$ cat src/hdl/pmbf_pkg.sv
// ----------------------------------------------------------------------------
// pmbf_pkg
// Shared types and constants for the pair membership bit filter.
// ----------------------------------------------------------------------------
package pmbf_pkg;

  localparam int TABLE_BYTES_DEF = 4096;

  localparam int NODE_W = 31;
  localparam int WORD_W = 32;
  localparam int BYTE_W = 8;
  localparam int CNT_W  = 32;

  // table_length register
  localparam int              LEN_W     = 13;
  localparam logic [LEN_W-1:0] LEN_RESET = 13'd4096;

  // hash multipliers
  localparam int MULT_BYTE = 113;
  localparam int MULT_BIT  = 37;

  // len / 113 by reciprocal; exact for every 13-bit len
  localparam int RECIP_113   = 9280;
  localparam int RECIP_W     = 14;
  localparam int RECIP_SHIFT = 20;
  localparam int Q_W         = 7;

  // modulo reducer: 2*RED_HALF compare/subtract steps, RED_HALF per cycle
  localparam int RED_HALF = 5;

  localparam int QUEUE_DEPTH = 2;

  typedef struct packed {
    logic [WORD_W-1:0] hi;
    logic [WORD_W-1:0] lo;
  } pmbf_item_t;

  typedef struct packed {
    logic       valid;
    pmbf_item_t item;
  } pmbf_push_t;

endpackage

$ cat src/hdl/pmbf_front.sv
// ----------------------------------------------------------------------------
// pmbf_front
// Request intake: offsets both node indices by one, orders them larger
// first and pushes the ordered pair into the work queue.
// ----------------------------------------------------------------------------
module pmbf_front (
  input  logic                        start,
  input  logic [pmbf_pkg::NODE_W-1:0] node_a,
  input  logic [pmbf_pkg::NODE_W-1:0] node_b,
  input  logic                        q_full,
  input  logic                        clearing,
  output logic                        busy,
  output pmbf_pkg::pmbf_push_t        push
);
  import pmbf_pkg::*;

  logic [WORD_W-1:0] a_inc;
  logic [WORD_W-1:0] b_inc;
  logic              a_larger;

  assign a_inc    = WORD_W'(node_a) + WORD_W'(1);
  assign b_inc    = WORD_W'(node_b) + WORD_W'(1);
  assign a_larger = a_inc > b_inc;

  assign busy = q_full | clearing;

  always_comb begin
    push.valid   = start & ~busy;
    push.item.hi = a_larger ? a_inc : b_inc;
    push.item.lo = a_larger ? b_inc : a_inc;
  end

endmodule

$ cat config.mk
export PLATFORM = sky130hd
export DESIGN_NAME = pmbf_front
export DESIGN_NICKNAME = d
export VERILOG_FILES = /design/src/hdl/pmbf_pkg.sv /design/src/hdl/pmbf_front.sv
export SDC_FILE = /design/constraint.sdc
export NUM_CORES = 1
export LEC_CHECK = 0
export BUFFER_PORTS_ARGS = -buffer_cell sky130_fd_sc_hd__buf_2
export CORE_UTILIZATION = 49
export DETAILED_ROUTE_END_ITERATION = 10
export PLACE_DENSITY = 0.85
export SETUP_SLACK_MARGIN = 0.15
export SLEW_MARGIN = 15
export SYNTH_ARGS = -nofsm -noshare
export SYNTH_HDL_FRONTEND = slang
export SYNTH_SLANG_ARGS = --single-unit
$ cat constraint.sdc
create_clock -name vclk -period 6.6
set_input_delay 1.32 -clock vclk [all_inputs]
set_output_delay 1.32 -clock vclk [all_outputs]
set_load 0.01 [all_outputs]
Word-level counts from Yosys, hierarchy flattened
Index checks and enable logic that the tools add are counted.
Word-level totals
  input port bits: 65
  logic and storage cells: 8
  output and inout bits: 66
  register bits: 0
Operators by class
  multiplexer cells: 2
  add/sub/neg operators: 2
  bitwise operators: 3
  magnitude comparators: 1
Operator list (number)
  $add A31 B1 Y32 const B: 2
  $mux W32: 2
  $gt A32 B32 Y1: 1
  $and A1 B1 Y1: 1
  $not A1 Y1: 1
  $or A1 B1 Y1: 1

Longest topological paths before layout
Gate-level depths: netlist (run 1).
  depth after elaboration: 3
  mapped depth: 16
  depth with buffers taken out: 14

Worst setup path before layout (run 1)
No wires, ideal clock.
  path kind: input to output
  from: input node_a[5] (netlist bit)
  to: output push[0] (netlist bit)
  stages on the path: 15
  path buffers: 2
  slack: 1.059 ns
  data arrival time: 4.221 ns
  cells stage by stage: and4_4 > nand4_2 > or3_4 > nor2_1 > xnor2_1 > inv_1 > ha_1 > nand4_1 > nor3_1 > a21boi_0 > or4_1 > a22oi_1 > buf_6 > buf_8 > mux2i_1
RTL lines
  start, declared: line pmbf_front.sv:8  | input logic [pmbf_pkg::NODE_W-1:0] node_a,
  end, declared: line pmbf_front.sv:13  | output pmbf_pkg::pmbf_push_t push

==> PnR_summary.wiki, run 1 <==
{| class="wikitable"
! Metric !! Value
|-
| Worst vdd ir || 0.00005040 V
|-
| Synth Warn # || 0
|-
| Total of max-cap violations || 0
|-
| Proportion of synthesized chip area in sequential cells || 0
|-
| Sequential group share of total power || 0
|-
| Minimum clock period after layout || 6.271 ns
|-
| Initial core utilization || 0.5159
|-
| Aggregate negative setup slack || 0 ns
|-
| Final weighted congestion in routability-driven placement || 0.8605
|-
| Clock share of power || 0
|-
| Area inside the core boundary || 5205 µm²
|-
| Antenna cell count || 0
|-
| Register cell area after layout || 0 µm²
|-
| Fraction of layout cells with a size suffix above 1 || 0.3223
|-
| Number of hold-slack violations in the final timing report || 0
|-
| Comb pwr share || 1.000
|-
| Area of combinational cells with multiple inputs || 2479 µm²
|-
| Clock Buffer Count || 0
|-
| Row count || 26
|-
| Most common cell after layout, fill and taps aside || sky130_fd_sc_hd__buf_2
|-
| Leakage power summed over all cells || 1.903 nW
|-
| DRC Markers || 0
|-
| Unrepaired setup endpoints after global routing || no
|-
| Outcome || complete, no violations
|-
| Die width || 76.03 µm
|-
| Number of nets in the final layout || 585
|-
| Cell Pwr Density || 78.02 nW/µm²
|-
| Port Buffers || 131
|-
| Largest fanout on the critical path || 24
|-
| Initial antenna violation count || 0
|-
| Origin of the worst min-delay path || q_full
|-
| Average via count per standard cell || 5.523
|-
| Max-slew violation count || 0
|-
| Gate Count Post-Synth || 351
|-
| Placed wire-length estimate || 6643 µm
|-
| Sequential cell count || 0
|-
| First-pass GRT wire length || 12,680 µm
|-
| Switching power of the nets || 0.0001474 W
|-
| Mean routed wirelength per cell || 13.88 µm
|-
| Worst hold path class || primary input to output pin
|-
| Transition time of the tightest slew-check pin || 0.4747 ns
|-
| Kind of start point of the critical path || primary input
|-
| Number of vias in the routed layout || 3,060
|-
| Critical Path RT || 5.28 ns
|-
| Syn nets || 450
|-
| Most frequent cells in the layout || sky130_fd_sc_hd__buf_2, sky130_fd_sc_hd__mux2i_1, sky130_fd_sc_hd__xor2_1
|-
| Drt initial violations || 110
|-
| Maximum clock frequency || 159.5 MHz
|-
| Vias in the first global route || 2,855
|-
| Worst endpoint data arrival time || 4.95 ns
|-
| Setup violation total in the final timing report || 0
|-
| Count of cell types in the netlist || 37
|-
| Instance count along the most critical hold path || 3
|-
| Fillers || 463
|-
| Post-DRT Antenna Nets || 0
|-
| Net switching share of the total power || 0.5470
|-
| Largest net degree at the start of global routing || 31
|-
| Total iterations of the first detailed-routing run || 4
|-
| Die area || 5780 µm²
|-
| Power after layout || 0.0002694 W
|-
| Crit end category || output pin
|-
| Die height || 76.03 µm
|-
| Crit Path Class || primary input to output pin
|-
| Syn avg cell area || 7.650 µm²
|-
| Total Wirelength || 7687 µm
|-
| Crit path launch || node_a[5]
|-
| Number of I/O pins || 131
|-
| Global-route total usage across every layer || 0.2554
|-
| Share of the cycle needed by the critical path after routing || 0.9501
|-
| Global-route congestion overflow total || 0
|-
| Relative slew slack || 0.6806
|-
| Cell Int Power || 0.0001220 W
|-
| Netlist area before placement || 2685 µm²
|-
| Synthesis-to-finish area growth || 28.61%
|}
==> worst paths after layout <==
check	end	slack (ns)
setup / recovery	push[14]	0.33
hold / removal	busy	2.93
==> synth_stat cells (all sizes together) (2+ instances only) <==
cell,count,area (µm²)
buf,7,101.4
mux2i,62,620.6
and3,14,87.58
ha,34,425.4
nor2,11,41.29
xor2,39,341.6
a21boi,2,15.01
nor4,5,52.55
nor3,7,40.04
and2,4,26.28
nand3,23,125.1
a21o,2,15.01
inv,37,138.9
mux2,2,22.52
xnor2,19,166.4
a21oi,15,75.07
nand4,19,125.1
and4,7,63.81
nand2,29,108.9
o21ai,4,20.02
==> critical path: stages <==
cell	delay [ns]
sky130_fd_sc_hd__buf_2	0.13
sky130_fd_sc_hd__and4_4	0.27
sky130_fd_sc_hd__nand3_2	0.19
sky130_fd_sc_hd__nor4_4	0.41
sky130_fd_sc_hd__buf_4	0.18
sky130_fd_sc_hd__nand3_1	0.08
sky130_fd_sc_hd__xor2_1	0.24
sky130_fd_sc_hd__inv_1	0.09
sky130_fd_sc_hd__ha_1	0.30
sky130_fd_sc_hd__nand4_1	0.16
sky130_fd_sc_hd__nor4_1	0.37
sky130_fd_sc_hd__nand3_1	0.14
sky130_fd_sc_hd__a22oi_2	0.27
sky130_fd_sc_hd__buf_4	0.18
sky130_fd_sc_hd__buf_12	0.18
sky130_fd_sc_hd__mux2i_1	0.26
sky130_fd_sc_hd__buf_2	0.17
==> power by group through the flow <==
stage / logic [W] / clock network, W / registers (W)
after global routing: 0.000294 / 0 / 0
after CTS: 0.000267 / 0 / 0
final: 0.000269 / 0 / 0
after global placement: 0.000259 / 0 / 0
after detailed placement: 0.000266 / 0 / 0
after floorplan: 0.000173 / 0 / 0
==> layout make-up <==
cell class | count | area share
Timing Repair Buffer | 140 | 0.2167
Tap cell | 70 | 0.02536
Multi-Input combinational cell | 307 | 0.7178
Inverter | 37 | 0.04022
==> through the flow <==
step | utilization | hold WS, ns | setup WS, ns | cell area [µm²] | std cells
2_1_floorplan | - | 2.724 | 1.059 | 2685 | 351
3_3_place_gp | 0.6522 | 2.938 | 0.1809 | 3395 | 550
3_5_place_dp | 0.6522 | 2.937 | 0.1311 | 3395 | 550
4_1_cts | 0.6534 | 2.938 | 0.2228 | 3401 | 550
5_1_grt | 0.6635 | 2.947 | 0.1308 | 3453 | 554
6_report | 0.6635 | 2.934 | 0.3295 | 3453 | 554
==> repair_timing <==
| item | in CTS | in global routing |
|---|---|---|
| setup endpoints to repair | 2 | 64 |
| hold buffers | 0 | 0 |
| setup buffers | 0 | 4 |
| resized for setup | 1 | 3 |
| pin swaps | 0 | 3 |
| hold endpoints to repair | 0 | 0 |
| cloned | 0 | 0 |
==> metal layers <==
layer	up-vias	wire, µm	global-route usage
met2	123	3721	0.4691
met4	0	84	0.05000
met1	1398	3316	0.3151
met3	8	564	0.03593
li1	1531	-	-
met5	-	0	0
==> cells by family (layout without fill, tap and decap cells) <==
logic type	after synthesis	in the layout	synth area share
AO/OA/AOI/OAI	28	28	0.06198
buffers and inverters	44	177	0.08947
AND/OR/NAND/NOR	123	123	0.2614
multiplexers	64	64	0.2395
adder cells (fa/ha/maj)	34	34	0.1584
XOR/XNOR	58	58	0.1892
No activity file was read; power rests on OpenSTA's default activity.
==> run 2: changes to the inputs <==
--- a/config.mk
+++ b/config.mk
@@ -6,11 +6,10 @@
 export NUM_CORES = 1
 export LEC_CHECK = 0
 export BUFFER_PORTS_ARGS = -buffer_cell sky130_fd_sc_hd__buf_2
-export CORE_UTILIZATION = 49
+export CORE_UTILIZATION = 53
 export DETAILED_ROUTE_END_ITERATION = 10
-export PLACE_DENSITY = 0.85
+export PLACE_DENSITY = 0.91
 export SETUP_SLACK_MARGIN = 0.15
-export SLEW_MARGIN = 15
 export SYNTH_ARGS = -nofsm -noshare
 export SYNTH_HDL_FRONTEND = slang
 export SYNTH_SLANG_ARGS = --single-unit
==> constraint.sdc (replaced) <==
create_clock -name vclk -period 7.4
set_input_delay 1.48 -clock vclk [all_inputs]
set_output_delay 1.48 -clock vclk [all_outputs]
set_load 0.01 [all_outputs]
==> run 2 against run 1 <==
Worst hold slack better by 0.31 ns. Combinational power down 12%. Global-route usage up 2.1 points. Highest routed layer unchanged. First-iteration DRC count up 45%. Cell count down 1.6%.
==> PnR_summary.wiki, run 2 (synthesis gave the netlist of run 1 again) <==
{| class="wikitable"
! Metric !! Value
|-
| Share of the cycle needed by the critical path after routing || 0.9275
|-
| Area after DPL || 3363 µm² (-0.92%)
|-
| Die height || 73.18 µm (-3.7%)
|-
| Leakage power summed over all cells || 1.837 nW (-3.5%)
|-
| Unrepaired setup endpoints after global routing || no
|-
| Clock Buffer Count || 0 (unchanged)
|-
| Most common cell after layout, fill and taps aside || sky130_fd_sc_hd__buf_2
|-
| Cell-by-cell listing of the critical path || buf_2 -> and4_4 -> nand3_2 -> nor4_2 -> nand3_1 -> xor2_1 -> inv_1 -> ha_1 -> nand4_1 -> nor4_1 -> nand3_1 -> a22oi_2 -> buf_12 -> mux2_2 -> buf_2
|-
| Initial antenna violation count || 0 (unchanged)
|-
| Total iterations of the first detailed-routing run || 4 (unchanged)
|-
| Number of hold-slack violations in the final timing report || 0 (unchanged)
|-
| Average via count per standard cell || 5.725 (+3.6%)
|-
| Number of nets in the final layout || 579 (-1.0%)
|-
| Area inside the core boundary || 4786 µm² (-8.1%)
|-
| Worst endpoint data arrival time || 5.38 ns (+0.43 ns)
|-
| Maximum single-stage delay on the critical path || 0.56 ns (+0.15 ns)
|-
| Port Buffers || 131 (unchanged)
|-
| Worst vdd ir || 0.00004428 V (-12%)
|-
| Global-route total usage across every layer || 0.2767 (+0.02136)
|-
| Number of I/O pins || 131 (unchanged)
|-
| CTS-repair resized insts || 0 (-1)
|-
| DR top layer || met4
|-
| Cell Pwr Density || 70.44 nW/µm² (-9.7%)
|-
| Die area || 5355 µm² (-7.4%)
|-
| Initial core utilization || 0.5610 (+0.04518)
|-
| Global-route congestion overflow total || 0 (unchanged)
|-
| Vias in the first global route || 2,855 (unchanged)
|-
| Fin area || 3363 µm² (-2.6%)
|-
| Row count || 25 (-3.8%)
|-
| Relative slew slack || 0.6349 (-0.04567)
|-
| Sequential cell count || 0 (unchanged)
|-
| Fillers || 400 (-14%)
|-
| Fraction of layout cells with a size suffix above 1 || 0.3096 (-0.01269)
|-
| Register cell area after layout || 0 µm² (unchanged)
|-
| Setup violation total in the final timing report || 0 (unchanged)
|-
| Most frequent cells in the layout || sky130_fd_sc_hd__buf_2, sky130_fd_sc_hd__mux2i_1, sky130_fd_sc_hd__xor2_1
|-
| Number of buffers inserted for hold repair after clock tree synthesis || 0 (unchanged)
|-
| Transition time of the tightest slew-check pin || 0.5431 ns (+0.06837 ns)
|-
| Tightest hold margin || 3.245 ns (+0.3109 ns)
|-
| Met2 Wirelength || 3897 µm (+4.7%)
|-
| Total Wirelength || 7606 µm (-1.1%)
|-
| Crit Path Class || primary input to output pin
|-
| First-pass GRT wire length || 12,120 µm (-4.4%)
|-
| Max-slew violation count || 0 (unchanged)
|-
| Number of vias in the routed layout || 3,120 (+2.0%)
|-
| Setup bufs post-CTS || 0 (unchanged)
|-
| Placed wire-length estimate || 6657 µm (+0.22%)
|-
| Critical Path RT || 5.92 ns (+0.64 ns)
|-
| Drt initial violations || 160 (+45%)
|-
| Crit end category || output pin
|-
| Kind of start point of the critical path || primary input
|-
| Post-layout utilization of the core || 0.7027 (+0.03928)
|-
| Outcome || complete, no violations
|-
| Antenna cell count || 0 (unchanged)
|-
| Aggregate negative setup slack || 0 ns (unchanged)
|-
| Critical-path cell with the highest stage delay || sky130_fd_sc_hd__nor4_2
|-
| Sum of met3 wire segment lengths after detailed routing || 414 µm (-27%)
|-
| Maximum clock frequency || 145.7 MHz
|-
| DRC Markers || 0 (unchanged)
|-
| Worst hold path class || primary input to output pin
|-
| Largest net degree at the start of global routing || 47 (+52%)
|-
| Final weighted congestion in routability-driven placement || 0.8775 (+2.0%)
|-
| Post-DRT Antenna Nets || 0 (unchanged)
|-
| Post-route met1 wirelength || 3225 µm (-2.7%)
|-
| Synthesis-to-finish area growth || 25.26%
|-
| Total of max-cap violations || 0 (unchanged)
|-
| Mean routed wirelength per cell || 13.96 µm (+0.58%)
|-
| Minimum clock period after layout || 6.864 ns
|-
| Largest fanout on the critical path || 46 (+92%)
|-
| Die width || 73.18 µm (-3.7%)
|}
-- run 2: cell count changes in the layout (fill, tap and decap cells not counted) --
cell                      delta
sky130_fd_sc_hd__nor4_1      +1
sky130_fd_sc_hd__nor4_4      -2
sky130_fd_sc_hd__nand3_2     -1
sky130_fd_sc_hd__nand3_1     +1
sky130_fd_sc_hd__buf_12      -1
sky130_fd_sc_hd__buf_4       -5
sky130_fd_sc_hd__nor4_2      +1
-- run 2: path summary, 6_finish.rpt --
check  startpoint       end  slack (ns)  cells past startpoint
max     node_a[5]  push[33]        0.54                     15
min        q_full      busy        3.24                      3
-- run 2: report_power, final --
group | leakage, nW | switching, W | total (W) | internal, W
combinational | 1.84 | 0.000131 | 0.000237 | 0.000106
clock | 0 | 0 | 0 | 0
sequential | 0 | 0 | 0 | 0
total | 1.84 | 0.000131 | 0.000237 | 0.000106
-- run 2: routing by layer --
metal	GRT usage	vias up
li1	-	1523
met1	0.3243	1462
met2	0.5401	123
met3	0.02901	12
met4	0.04357	0
met5	0	-
-- run 2: cell type report --
cell class         count  area [µm²]  share of cell area
multi-input cells    307        2450              0.7284
repair buffers       134       690.7              0.2054
inverters             37       138.9             0.04129
well taps             67       83.83             0.02493
-- run 2: stage by stage --
stage | total power, W | setup slack [ns] | instances
final | 0.0002369 | 0.5364 | 545
after global routing | 0.0002572 | 0.2601 | 545
after CTS | 0.0002363 | 0.6223 | 545
after detailed placement | 0.0002351 | 0.6267 | 545
after global placement | 0.0002274 | 0.6108 | 545
after floorplan | 0.0001540 | 1.539 | 351
-- run 2: worst max-delay path: cells and delay by family --
family          cells  cell delay, ns
compound gates      1            0.29
xor+xnor            1            0.27
fa+ha+maj           1            0.31
buf+inv             4            0.65
mux                 1            0.37
simple gates        7            1.98
==> run 3: changes to the inputs <==
--- a/config.mk
+++ b/config.mk
@@ -6,9 +6,11 @@
 export NUM_CORES = 1
 export LEC_CHECK = 0
 export BUFFER_PORTS_ARGS = -buffer_cell sky130_fd_sc_hd__buf_2
-export CORE_UTILIZATION = 53
+export CELL_PAD_IN_SITES_DETAIL_PLACEMENT = 0
+export CELL_PAD_IN_SITES_GLOBAL_PLACEMENT = 1
+export CORE_UTILIZATION = 37
 export DETAILED_ROUTE_END_ITERATION = 10
-export PLACE_DENSITY = 0.91
+export PLACE_DENSITY = 0.92
 export SETUP_SLACK_MARGIN = 0.15
 export SYNTH_ARGS = -nofsm -noshare
 export SYNTH_HDL_FRONTEND = slang
==> run 3 against run 2 <==
Count of clock-buffer cells in the layout unchanged. Worst hold slack worse by 0.0032 ns. Cell area up 1.1%. Setup slack worse by 0.027 ns. Combinational power about the same. Cell count up 5.3%. Via count down 6.3%. Sequential cell count unchanged. Fmax down 0.39%. Critical path depth unchanged. First-iteration DRC count down 39%. Die area up 42%. Critical endpoint unchanged.
==> PnR_summary.wiki, run 3 (synthesis gave the netlist of run 1 again) <==
{| class="wikitable"
! Metric !! Value
|-
| Total iterations of the first detailed-routing run || 4 (unchanged)
|-
| Clock Buffer Count || 0 (unchanged)
|-
| Max-slew violation count || 0 (unchanged)
|-
| Die height || 87.19 µm (+19%)
|-
| Antenna cell count || 0 (unchanged)
|-
| Number of hold-slack violations in the final timing report || 0 (unchanged)
|-
| Mean routed wirelength per cell || 13.35 µm (-4.3%)
|-
| Share of the cycle needed by the critical path after routing || 0.9312 (+0.003642)
|-
| Worst hold path class || primary input to output pin
|-
| Largest net degree at the start of global routing || 49 (+4.3%)
|-
| Initial core utilization || 0.3888 (-0.1723)
|-
| Switching power of the nets || 0.0001290 W (-1.7%)
|-
| Number of I/O pins || 131 (unchanged)
|-
| Initial antenna violation count || 0 (unchanged)
|-
| Number of buffers inserted for hold repair after clock tree synthesis || 0 (unchanged)
|-
| Vias in the first global route || 2,691 (-5.7%)
|-
| Total of max-cap violations || 0 (unchanged)
|-
| Crit end category || output pin
|-
| Tightest hold margin || 3.241 ns (-0.003210 ns)
|-
| Sequential cell count || 0 (unchanged)
|-
| Port Buffers || 131 (unchanged)
|-
| Outcome || complete, no violations
|-
| Global-route congestion overflow total || 0 (unchanged)
|-
| DRC Markers || 0 (unchanged)
|-
| Setup bufs post-CTS || 0 (unchanged)
|-
| Global-route total usage across every layer || 0.1950 (-0.08178)
|-
| Average via count per standard cell || 5.096 (-11%)
|-
| Unrepaired setup endpoints after global routing || no
|-
| Die area || 7601 µm² (+42%)
|-
| Sequential group share of total power || 0 (unchanged)
|-
| Instance count along the most critical hold path || 3 (unchanged)
|-
| Comb pwr share || 1.000 (about the same)
|-
| Net switching share of the total power || 0.5505 (-0.003572)
|-
| Cell Pwr Density || 68.94 nW/µm² (-2.1%)
|-
| Cell Int Power || 0.0001053 W (-0.28%)
|-
| Area inside the core boundary || 6907 µm² (+44%)
|-
| Synthesis-to-finish area growth || 26.61%
|-
| Transition time of the tightest slew-check pin || 0.5611 ns (+0.01801 ns)
|-
| Worst endpoint data arrival time || 5.41 ns (+0.03 ns)
|-
| Aggregate negative setup slack || 0 ns (unchanged)
|-
| Placed wire-length estimate || 6679 µm (+0.33%)
|-
| Fraction of layout cells with a size suffix above 1 || 0.3096 (unchanged)
|-
| Power after layout || 0.0002344 W (-1.1%)
|-
| Post-DRT Antenna Nets || 0 (unchanged)
|-
| Row count || 30 (+20%)
|-
| Largest fanout on the critical path || 16 (-65%)
|-
| Most common cell after layout, fill and taps aside || sky130_fd_sc_hd__buf_2
|-
| Die width || 87.19 µm (+19%)
|-
| Number of vias in the routed layout || 2,925 (-6.3%)
|-
| Maximum clock frequency || 145.1 MHz (-0.39%)
|-
| Most frequent cells in the layout || sky130_fd_sc_hd__buf_2, sky130_fd_sc_hd__mux2i_1, sky130_fd_sc_hd__xor2_1
|-
| First-pass GRT wire length || 12,210 µm (+0.74%)
|-
| Total Wirelength || 7664 µm (+0.76%)
|-
| Final weighted congestion in routability-driven placement || 0.8788 (+0.15%)
|-
| Critical Path RT || 5.92 ns (about the same)
|-
| Crit Path Class || primary input to output pin
|-
| CTS-repair resized insts || 0 (unchanged)
|-
| Setup violation total in the final timing report || 0 (unchanged)
|-
| Register cell area after layout || 0 µm² (unchanged)
|-
| Kind of start point of the critical path || primary input
|-
| Relative slew slack || 0.6230 (-0.01187)
|-
| Drt initial violations || 98 (-39%)
|-
| Number of nets in the final layout || 579 (unchanged)
|-
| Clock share of power || 0 (unchanged)
|-
| Worst vdd ir || 0.00004097 V (-7.5%)
|-
| Leakage power summed over all cells || 1.837 nW (unchanged)
|-
| Minimum clock period after layout || 6.891 ns (+0.02695 ns)
|}
## run 3: cell counts in the layout (fill, tap and decap cells not counted)
Identical to the previous run, type by type.
## run 3: cell type report
cell class,count,area [µm²]
fillers,749,3507
multi-input cells,307,2450
repair buffers,134,690.7
inverters,37,138.9
well taps,96,120.1
## run 3: routing by layer
metal,track usage,up-vias,part of all wire
met2,0.3629,82,0.48
met4,0.01043,0,0.0027
met1,0.2575,1328,0.46
li1,-,1513,-
met3,0.01137,2,0.050
met5,0,-,0
## run 3: through the flow
stage / setup WS (ns) / util / std cells / instance area [µm²]
finish: 0.5095 / 0.4922 / 574 / 3400
global route: 0.2029 / 0.4922 / 574 / 3400
CTS: 0.5013 / 0.4922 / 574 / 3400
detailed placement: 0.5291 / 0.4922 / 574 / 3400
global placement: 0.5776 / 0.4922 / 574 / 3400
floorplan: 1.539 / - / 351 / 2685
## run 3: final timing paths
| check | from | endpoint | slack, ns |
|---|---|---|---|
| worst max-delay path | node_a[5] | push[33] | 0.51 |
| worst min-delay path | q_full | busy | 3.24 |
## run 3: power by group through the flow
stage          clock (W)  combinational (W)  sequential (W)
6_report               0           0.000234               0
5_1_grt                0           0.000258               0
4_1_cts                0           0.000236               0
3_5_place_dp           0           0.000234               0
3_3_place_gp           0           0.000231               0
2_1_floorplan          0           0.000154               0
## run 3: worst max-delay path: stages
cell                      delay (ns)
sky130_fd_sc_hd__buf_2          0.13
sky130_fd_sc_hd__and4_4         0.28
sky130_fd_sc_hd__nand3_2        0.16
sky130_fd_sc_hd__nor4_2         0.53
sky130_fd_sc_hd__nand3_1        0.16
sky130_fd_sc_hd__xor2_1         0.27
sky130_fd_sc_hd__inv_1          0.08
sky130_fd_sc_hd__ha_1           0.30
sky130_fd_sc_hd__nand4_1        0.20
sky130_fd_sc_hd__nor4_1         0.57
sky130_fd_sc_hd__nand3_1        0.16
sky130_fd_sc_hd__a22oi_2        0.28
sky130_fd_sc_hd__buf_4          0.31
sky130_fd_sc_hd__mux2_2         0.36
sky130_fd_sc_hd__buf_2          0.14
